<file path="config.mk">
export PLATFORM = sky130hd
export DESIGN_NAME = rotary_encoder_button_qualifier
export DESIGN_NICKNAME = d
export VERILOG_FILES = /design/src/hdl/reb_pkg.sv /design/src/hdl/rotary_encoder_button_qualifier.sv
export SDC_FILE = /design/constraint.sdc
export NUM_CORES = 1
export LEC_CHECK = 0
export BUFFER_PORTS_ARGS = -buffer_cell sky130_fd_sc_hd__buf_2
export CAP_MARGIN = 20
export CORE_MARGIN = 5
export CORE_UTILIZATION = 45
export DETAILED_ROUTE_END_ITERATION = 8
export GPL_ROUTABILITY_DRIVEN = 0
export PLACE_DENSITY = 0.69
export SKIP_LAST_GASP = 1
export SYNTH_ARGS = -nofsm -noshare
export SYNTH_HDL_FRONTEND = slang
export SYNTH_SLANG_ARGS = --single-unit
</file>
<file path="constraint.sdc">
create_clock -name clk -period 4 [get_ports clk]
set_input_delay 0.6 -clock clk [delete_from_list [all_inputs] [get_ports clk]]
set_output_delay 0.6 -clock clk [all_outputs]
set_load 0.005 [all_outputs]
</file>
<file path="src/hdl/reb_pkg.sv">
// Package with shared types, register indexes and helpers for the encoder/button qualifier.
package reb_pkg;

  // Configuration register file
  localparam int CFG_IDX_W  = 2;
  localparam int CFG_DATA_W = 16;
  localparam int TICKS_W    = 16;
  localparam int COUNT_W    = 5;
  localparam int POS_W      = 4;

  typedef enum logic [CFG_IDX_W-1:0] {
    REG_LONG_PRESS = 2'd0,
    REG_LOCKOUT    = 2'd1,
    REG_MENU_COUNT = 2'd2,
    REG_INPUT_CNT  = 2'd3
  } cfg_reg_t;

  // Reset values of the registers
  localparam logic [TICKS_W-1:0] LONG_PRESS_RST = 16'd1000;
  localparam logic [TICKS_W-1:0] LOCKOUT_RST    = 16'd300;
  localparam logic [COUNT_W-1:0] MENU_COUNT_RST = 5'd4;
  localparam logic [COUNT_W-1:0] INPUT_CNT_RST  = 5'd2;

  // Wrapping index advance: mod 16, then back to zero at or above count
  function automatic logic [POS_W-1:0] advance(input logic [POS_W-1:0] pos,
                                               input logic [COUNT_W-1:0] count);
    logic [POS_W-1:0] nxt;
    nxt = pos + POS_W'(1);
    if ({1'b0, nxt} >= count) begin
      nxt = '0;
    end
    return nxt;
  endfunction

endpackage

</file>
<file path="src/hdl/rotary_encoder_button_qualifier.sv">
// Top level: rotary encoder direction and push switch short/long press qualifier.
// An accepted pin sample's result is registered in the output register for the next cycle.
// Throughput: one sample per cycle; the output register lets a new request in
// whenever it is empty or its result is being taken in the same cycle.
// Reset (rst, synchronous): encoder levels idle high, switch released, timers,
// latches and indexes zero, registers back to 1000/300/4/2, output empty.
module rotary_encoder_button_qualifier #(
  parameter int TIMER_WIDTH = 16
) (
  input  logic                             clk,
  input  logic                             rst,
  // Configuration write channel
  input  logic                             cfg_valid,
  output logic                             cfg_ready,
  input  logic [reb_pkg::CFG_IDX_W-1:0]    cfg_index,
  input  logic [reb_pkg::CFG_DATA_W-1:0]   cfg_data,
  // Pin sample channel
  input  logic                             in_valid,
  output logic                             in_ready,
  input  logic                             pin_a,
  input  logic                             pin_b,
  input  logic                             pin_switch,
  // Result channel
  output logic                             out_valid,
  input  logic                             out_ready,
  output logic                             step_forward,
  output logic                             step_backward,
  output logic                             long_press,
  output logic                             short_press,
  output logic                             ui_update,
  output logic                             ui_activity,
  output logic [reb_pkg::POS_W-1:0]        menu_index,
  output logic [reb_pkg::POS_W-1:0]        input_index
);
  import reb_pkg::*;

  localparam int CMP_W = (TIMER_WIDTH > TICKS_W) ? TIMER_WIDTH : TICKS_W;
  localparam logic [TIMER_WIDTH-1:0] HOLD_MAX = '1;

  // Configuration registers
  logic [TICKS_W-1:0] long_press_ticks;
  logic [TICKS_W-1:0] lockout_ticks;
  logic [COUNT_W-1:0] menu_count;
  logic [COUNT_W-1:0] input_count;

  // Qualifier state
  logic                   last_a, last_b, last_switch;
  logic                   dir_fwd_latch, dir_back_latch;
  logic [TIMER_WIDTH-1:0] hold_timer;
  logic                   long_latched;
  logic [TICKS_W-1:0]     lockout_timer;
  logic [POS_W-1:0]       menu_pos, input_pos;

  logic                   last_a_next, last_b_next, last_switch_next;
  logic                   dir_fwd_latch_next, dir_back_latch_next;
  logic [TIMER_WIDTH-1:0] hold_timer_next;
  logic                   long_latched_next;
  logic [TICKS_W-1:0]     lockout_timer_next;
  logic [POS_W-1:0]       menu_pos_next, input_pos_next;
  logic                   fwd, back, lp, sp, upd, act;

  logic in_accept;

  assign cfg_ready = 1'b1;
  assign in_ready  = !out_valid || out_ready;
  assign in_accept = in_valid && in_ready;

  // Register writes
  always_ff @(posedge clk) begin
    if (rst) begin
      long_press_ticks <= LONG_PRESS_RST;
      lockout_ticks    <= LOCKOUT_RST;
      menu_count       <= MENU_COUNT_RST;
      input_count      <= INPUT_CNT_RST;
    end else if (cfg_valid && cfg_ready) begin
      case (cfg_reg_t'(cfg_index))
        REG_LONG_PRESS: long_press_ticks <= cfg_data;
        REG_LOCKOUT:    lockout_ticks    <= cfg_data;
        REG_MENU_COUNT: menu_count       <= cfg_data[COUNT_W-1:0];
        REG_INPUT_CNT:  input_count      <= cfg_data[COUNT_W-1:0];
        default: ;
      endcase
    end
  end

  // One tick of encoder and switch handling
  always_comb begin
    last_a_next         = last_a;
    last_b_next         = last_b;
    last_switch_next    = last_switch;
    dir_fwd_latch_next  = dir_fwd_latch;
    dir_back_latch_next = dir_back_latch;
    long_latched_next   = long_latched;
    lockout_timer_next  = lockout_timer;
    menu_pos_next       = menu_pos;
    input_pos_next      = input_pos;
    fwd = 1'b0; back = 1'b0; lp = 1'b0; sp = 1'b0; upd = 1'b0; act = 1'b0;

    // encoder edges latch a direction
    if (pin_a != last_a) begin
      last_a_next = pin_a;
      if (pin_a && !pin_b) begin
        dir_back_latch_next = 1'b1;
        dir_fwd_latch_next  = 1'b0;
      end
    end
    if (pin_b != last_b) begin
      last_b_next = pin_b;
      if (!pin_a && pin_b) begin
        dir_back_latch_next = 1'b0;
        dir_fwd_latch_next  = 1'b1;
      end
    end

    // saturating hold timer
    hold_timer_next = (hold_timer == HOLD_MAX) ? hold_timer : hold_timer + TIMER_WIDTH'(1);

    if (lockout_timer != '0) begin
      lockout_timer_next = lockout_timer - TICKS_W'(1);
    end else begin
      fwd = dir_fwd_latch_next && !dir_back_latch_next;
      back = dir_back_latch_next && !dir_fwd_latch_next;
      act = fwd || back;
      dir_fwd_latch_next  = 1'b0;
      dir_back_latch_next = 1'b0;

      // long press, once per press
      if (!pin_switch) begin
        if ((CMP_W'(hold_timer_next) > CMP_W'(long_press_ticks)) && !long_latched) begin
          long_latched_next = 1'b1;
          input_pos_next    = advance(input_pos, input_count);
          lp = 1'b1; upd = 1'b1; act = 1'b1;
        end
      end else begin
        hold_timer_next = '0;
      end

      // switch level change; release without long press is a short press
      if (pin_switch != last_switch) begin
        last_switch_next = pin_switch;
        upd = 1'b1;
        hold_timer_next = '0;
        if (long_latched_next) begin
          long_latched_next = 1'b0;
        end else if (pin_switch) begin
          menu_pos_next      = advance(menu_pos, menu_count);
          sp = 1'b1; act = 1'b1;
          lockout_timer_next = lockout_ticks;
        end
      end
    end
  end

  // State update on each accepted request
  always_ff @(posedge clk) begin
    if (rst) begin
      last_a         <= 1'b1;
      last_b         <= 1'b1;
      last_switch    <= 1'b1;
      dir_fwd_latch  <= 1'b0;
      dir_back_latch <= 1'b0;
      hold_timer     <= '0;
      long_latched   <= 1'b0;
      lockout_timer  <= '0;
      menu_pos       <= '0;
      input_pos      <= '0;
    end else if (in_accept) begin
      last_a         <= last_a_next;
      last_b         <= last_b_next;
      last_switch    <= last_switch_next;
      dir_fwd_latch  <= dir_fwd_latch_next;
      dir_back_latch <= dir_back_latch_next;
      hold_timer     <= hold_timer_next;
      long_latched   <= long_latched_next;
      lockout_timer  <= lockout_timer_next;
      menu_pos       <= menu_pos_next;
      input_pos      <= input_pos_next;
    end
  end

  // Output register
  always_ff @(posedge clk) begin
    if (rst) begin
      out_valid <= 1'b0;
    end else if (in_accept) begin
      out_valid <= 1'b1;
    end else if (out_ready) begin
      out_valid <= 1'b0;
    end
  end

  always_ff @(posedge clk) begin
    if (in_accept) begin
      step_forward  <= fwd;
      step_backward <= back;
      long_press    <= lp;
      short_press   <= sp;
      ui_update     <= upd;
      ui_activity   <= act;
      menu_index    <= menu_pos_next;
      input_index   <= input_pos_next;
    end
  end

`ifndef SYNTHESIS
  // Both directions never fire together
  assert property (@(posedge clk) disable iff (rst)
    out_valid |-> !(step_forward && step_backward))
    else $error("forward and backward step in one result");

  // A short and a long press never share a tick
  assert property (@(posedge clk) disable iff (rst)
    out_valid |-> !(short_press && long_press))
    else $error("short and long press in one result");

  // Activity covers every pulse; a press always flags an update
  assert property (@(posedge clk) disable iff (rst)
    out_valid |-> (ui_activity == (step_forward || step_backward || long_press || short_press))
                  && (!(short_press || long_press) || ui_update))
    else $error("activity or update flag inconsistent with pulses");

  // A tick taken during the lockout yields no pulses
  assert property (@(posedge clk) disable iff (rst)
    (in_accept && lockout_timer != '0) |=>
      !(step_forward || step_backward || long_press || short_press))
    else $error("pulse produced during lockout");
`endif

endmodule
</file>
==> reports/metrics.cfg, run 1 <==
[outcome]
status=complete, no violations

[critical_path]
r2r_slack_ps=260
r2r-end=input_index[1]
start_kind=flip-flop
cp_slowest_cell=nor4_1
r2r.worst_path.cells=10
path_max_fanout=7
critical-path-top-delay-family=simple AND/OR/NAND/NOR gates
crit_top_cell=nand4_1
cpPeakStageDelay_ps=500
path_buf_inv=0
cp_cell_sequence=nand4_1, or2_2, nor4_1, xor2_1, ha_1, nand4_1, a2111o_1, a31oi_2, nand3_2, mux2_2
end_kind=flip-flop
worst_ep_required_time_ps=4100
crit_arrival_ps=3840
path_class=reg2reg
timing.rr.start=hold_timer[6]

[logic_synthesis]
syn_inst=652
synth-simple-area-share_pct=24.14
yosysWarnings=0
synth_fa_ha_area_share_pct=6.859
muxShareOfSynthArea_pct=3.246
synth_area_leaders=dfxtp_1 (33%), nand2_1 (8.2%), edfxtp_1 (7.7%), ha_1 (6.9%), a21oi_1 (5.7%)
ys_seq_elements=103
async_flop_share_pct=0
netlist.area_leader.share_pct=32.56
syn-num-nets=708
synth_xor_area_share_pct=2.721
ys_seq_area_share_pct=40.24
avgSynthCellArea_um2=8.394
synth_top_family_by_area=simple AND/OR/NAND/NOR gates
synth_edf_count=14
yosysTopAreaCell=dfxtp_1
synth_compound_area_share_pct=17.12
netlist_area_um2=5473
synthFlopType=dfxtp_1
synth.distinct_cells=69

[die]
die_w_um=120.3
dieArea_um2=14470
chipHeight_um=120.3
rows=40
ios=43
design.core.area_um2=11960
initial_core_util_pct=45.75

[hold_path]
min_path_type=reg2reg
whs_path_depth=2
holdPathEnd=lockout_ticks[7]
holdCritStartpoint=lockout_ticks[7]

[grt]
antenna_found_initial=0
first_global_vias=4557
track_usage_pct=18.55
grt_start_max_net_pins=57
grt.overflow.total=0
grt_pass1_wl_um=21980

[place]
dp_cells=824
io_buffer_count=41
dp_hpwl_um=9355
dp_worst_setup_slack_ps=291.3

[routing]
vias=4686
m1WireLength_um=6254
drtPass1Iterations=5
met3_length_um=490
top_layer_used=met4
wl_per_cell_um=15.26
via_per_inst=5.579
wl_met2_um=5832
routed_wl_um=12820
ant_nets=0
drtIter0Drc=405
drc=0

[timing]
hold_viol_final=0
rsz0062_at_grt=false
period_minus_slack_ps=3739
timing.final.crit_share_pct=93.48
timing.fmax_mhz=267.4
finalSetupTns_ps=0
finalMaxSlewViolations=0
skew_ps=12.28
setup_ws_ps=260.7
finalSetupViolations=0
tightest_slew_ps=772.9
holdWs_ps=457.5
max_slew_margin_pct=48.19

[power]
peakVddDrop_uv=255.7
p_leak_uw=0.002513
powerDensity_nw_per_um2=541.0
p_total_uw=3309

[finish]
drive_gt1_share_pct=15.30
final_cells=840
layout.nets=744
mostFrequentLayoutCell=nand2_1
num_antenna_cells=0
layout_common_cells=nand2_1 (119), dfxtp_1 (89), a21oi_1 (62), nor2_1 (43), buf_2 (41)
synthToLayoutAreaGrowth_pct=11.75

[clocking]
cts_tree=done
clk_path_buf_depth=2
cts_buffers=9
post_cts_buffers=0
cts_max_level=3
cts_sinks=103
clk_pin_slew_ps=70
cts-root-buf=clkbuf_16
clkLatencyLatePin_ps=360

[flow_run]
drv_cap=0

logic make-up (layout without fill, tap and decap cells):
logic type / Yosys count / count (layout)
AOI/OAI and AO/OA: 150 / 150
xor gates and xnor gates: 17 / 17
adders and majority gates: 30 / 30
buffers and inverters: 66 / 107
DFF: 103 / 103
muxes: 17 / 17
other: 1 / 1
and+or+nand+nor: 268 / 268
Yosys cell counts, types with 12 or more instances:
cell,number
dfxtp_1,89
inv_1,37
nand2_1,119
nor2_1,43
nand3_1,28
a21oi_1,62
clkbuf_1,16
nand4_1,12
edfxtp_1,14
o21ai_0,28
ha_1,30
worst max path at each step:
stage / start / end / cells after the start
4_1_cts: hold_timer[6] / input_index[0] / 10
2_1_floorplan: hold_timer[2] / input_index[0] / 11
5_1_grt: hold_timer[6] / input_index[1] / 10
3_3_place_gp: hold_timer[6] / input_index[1] / 11
3_5_place_dp: hold_timer[6] / input_index[0] / 10
6_report: hold_timer[6] / input_index[1] / 10
state kept, by name, indices dropped and copies added (netlist names):
name and flops:
dir_back_latch 1, dir_fwd_latch 1, hold_timer 16, input_count 5, input_index 4, input_pos 4, last_a 1, last_b 1
last_switch 1, lockout_ticks 16, lockout_timer 16, long_latched 1, long_press 1, long_press_ticks 16, menu_count 5, menu_index 4
menu_pos 4, out_valid 1, short_press 1, step_backward 1, step_forward 1, ui_activity 1, ui_update 1
through the flow:
stage | utilization, % | area [µm²]
after floorplan | - | 5473
after global placement | 48.37 | 5786
after detailed placement | 48.46 | 5797
after CTS | 50.96 | 6096
after global routing | 51.13 | 6116
final | 51.13 | 6116
area by class of cell:
| type | count | area (µm²) |
|---|---|---|
| Fill cell | 1095 | 5846 |
| Inverter | 38 | 142.6 |
| Multi-Input combinational cell | 483 | 2989 |
| Clock buffer | 10 | 250.2 |
| Sequential cell | 103 | 2202 |
| Clock inverter | 6 | 48.80 |
| Tap cell | 147 | 183.9 |
| Timing Repair Buffer | 53 | 299.0 |
where the power goes:
part | total, µW | switching (µW) | internal, µW | leakage [µW]
Combinational | 1200 | 758 | 444 | 0.00150
Clock | 879 | 412 | 467 | 0.000145
Sequential | 1230 | 77.1 | 1150 | 0.000866
Total | 3310 | 1250 | 2060 | 0.00251
routing by layer:
metal / global-route usage, % / up-vias
met5: 0 / -
met1: 25.28 / 2183
met4: 6.941 / 0
met2: 29.57 / 108
met3: 3.181 / 21
li1: - / 2374
worst min-delay path, stage by stage (launching register included):
cell	delay, ps
dfxtp_1	310
nand2_1	50
a21oi_1	50
what timing repair did:
action,4_1_cts,5_1_grt
setup endpoints to repair,0,4
hold endpoints to repair,0,0
gates resized for setup,0,3
hold buffers,0,0
Note: power is estimated with default switching activity, not from simulation.
==> run 2, diff against run 1 <==
PLACE_DENSITY = default   (was 0.69)
PLACE_DENSITY_LB_ADDON = 0.08   (was default)
==> reports/metrics.cfg, run 2 (synthesis results as in run 1) <==
[timing]
hold_viol_final=0  ; unchanged
timing.fmax_mhz=267.5  ; about the same
period_minus_slack_ps=3738  ; -1.088 ps
skew_ps=5.834  ; -6.442 ps
tightest_slew_ps=739.1  ; -33.76 ps
timing.final.crit_share_pct=93.45  ; about the same
finalMaxSlewViolations=0  ; unchanged
rsz0062_at_grt=false
finalSetupTns_ps=0  ; unchanged
finalSetupViolations=0  ; unchanged
max_slew_margin_pct=50.54  ; +2.3 points
holdWs_ps=461.1  ; +3.611 ps

[clocking]
cts_max_level=3  ; unchanged
clkLatencyLatePin_ps=350  ; about the same
cts-root-buf=clkbuf_16
clk_path_buf_depth=2  ; unchanged
cts_tree=done
cts_hold_buf=0  ; unchanged
cts_sinks=103  ; unchanged
cts_buffers=9  ; unchanged
clk_pin_slew_ps=70  ; about the same

[critical_path]
start_kind=flip-flop
path_max_fanout=7  ; unchanged
r2r_slack_ps=260  ; about the same
path_class=reg2reg
cpPeakStageDelay_ps=470  ; -30 ps
cp-endpoint=input_index[0]
worst_ep_required_time_ps=4100  ; about the same
r2r-end=input_index[0]
timing.rr.start=hold_timer[3]
cp_slowest_cell=a2111o_1
crit_arrival_ps=3840  ; about the same
cp_cell_sequence=nand4_1, nor4_1, and3_1, nand3_1, o21a_1, ha_1, nand4_1, a2111o_1, a31oi_1, nand3_2, mux2_2
crit_top_cell=nand4_1
cp-startpoint=hold_timer[3]
end_kind=flip-flop
r2r.worst_path.cells=11  ; +1

[routing]
drc=0  ; unchanged
drtIter0Drc=295  ; -27%
routed_wl_um=13540  ; +5.7%
wl_per_cell_um=16.10  ; +5.5%
ant_nets=0  ; unchanged
drtPass1Iterations=6  ; +1
via_per_inst=5.627  ; +0.86%
vias=4732  ; +0.98%

[flow_run]
drv_cap=0  ; unchanged

[power]
powerDensity_nw_per_um2=539.7  ; -0.25%
internal_power_uw=2077  ; +0.72%
peakVddDrop_uv=309.1  ; +21%
clockPowerShare_pct=26.3  ; -0.3 points
comb_power_share_pct=36.3  ; about the same
switching_share_pct=36.80  ; -0.88 points
switchingPower_uw=1210  ; -3.0%
pwr-share-seq_pct=37.4  ; +0.3 points
p_leak_uw=0.002511  ; about the same

[grt]
grt_start_max_net_pins=57  ; unchanged
first_global_vias=4586  ; +0.64%
grt.overflow.total=0  ; unchanged
antenna_found_initial=0  ; unchanged
grt_pass1_wl_um=22490  ; +2.4%
track_usage_pct=19.33  ; +0.78 points

[place]
dp_hpwl_um=9752  ; +4.2%
io_buffer_count=41  ; unchanged

[hold_path]
min_path_type=reg2reg

[finish]
mostFrequentLayoutCell=nand2_1
layout.nets=745  ; +0.13%
layout_common_cells=nand2_1 (119), dfxtp_1 (89), a21oi_1 (62), nor2_1 (43), buf_2 (41)
fill_cells=1184  ; +8.1%
num_antenna_cells=0  ; unchanged
synthToLayoutAreaGrowth_pct=11.27
drive_gt1_share_pct=14.84  ; -0.45 points

[die]
design.core.area_um2=11960  ; unchanged
die_w_um=120.3  ; unchanged
chipHeight_um=120.3  ; unchanged
dieArea_um2=14470  ; unchanged
initial_core_util_pct=45.75  ; unchanged
ios=43  ; unchanged
rows=40  ; unchanged

[outcome]
status=complete, no violations

## run 2: layout make-up
cell class	count	area [µm²]	share of cell area (%)
flip-flops and latches	103	2202	36.16
clock buffers	11	232.7	3.822
clock inverters	5	50.05	0.8219
repair buffers	54	302.8	4.972
well taps	147	183.9	3.020
inverters	38	142.6	2.342
multi-input cells	483	2975	48.86
## run 2: power groups by stage
| stage | clock network [µW] | registers (µW) | logic, µW |
|---|---|---|---|
| finish | 864 | 1230 | 1190 |
| global route | 928 | 1240 | 1340 |
| CTS | 891 | 1230 | 1200 |
| detailed placement | 0 | 1250 | 1200 |
| global placement | 0 | 1240 | 1180 |
| floorplan | 0 | 1230 | 1010 |
## run 2: per-layer routing
metal,routed length [µm],up-vias,global-route usage [%]
met4,212,0,6.161
met5,0,-,0
met1,6389,2239,25.51
met3,613,16,4.490
met2,6327,105,31.44
li1,-,2372,-
## run 2: how the worst min path moves through the flow
stage | startpoint | endpoint | slack [ps] | cells after the start
2_1_floorplan | lockout_ticks[3] | lockout_ticks[3] | 430 | 2
3_3_place_gp | long_press_ticks[4] | long_press_ticks[4] | 450 | 2
3_5_place_dp | lockout_ticks[11] | lockout_ticks[11] | 450 | 2
4_1_cts | lockout_ticks[11] | lockout_ticks[11] | 460 | 2
5_1_grt | in_valid | out_valid | 480 | 3
6_report | lockout_ticks[7] | lockout_ticks[7] | 460 | 2
## run 2: critical path: cells and delay by family, from the launching register on
kind	cells	cell delay, ps
AOI/OAI and AO/OA	3	880
adders and majority gates	1	310
DFF	1	460
muxes	1	360
and+or+nand+nor	6	1470
## run 2: through the flow
step                util [%]  power, µW  setup WS [ps]  cells  area, µm²
global placement       48.43       2429          459.4    824       5793
detailed placement     48.43       2449          294.8    824       5793
floorplan                  -       2242          353.7    652       5473
finish                 50.91       3287          261.8    841       6090
global route           50.91       3513          20.98    841       6090
CTS                    50.80       3319          253.7    840       6076
## run 2: what timing repair did
action | in CTS | in global routing
resized for setup | 0 | 1
setup endpoints to repair | 0 | 3
buffers inserted | 0 | 1
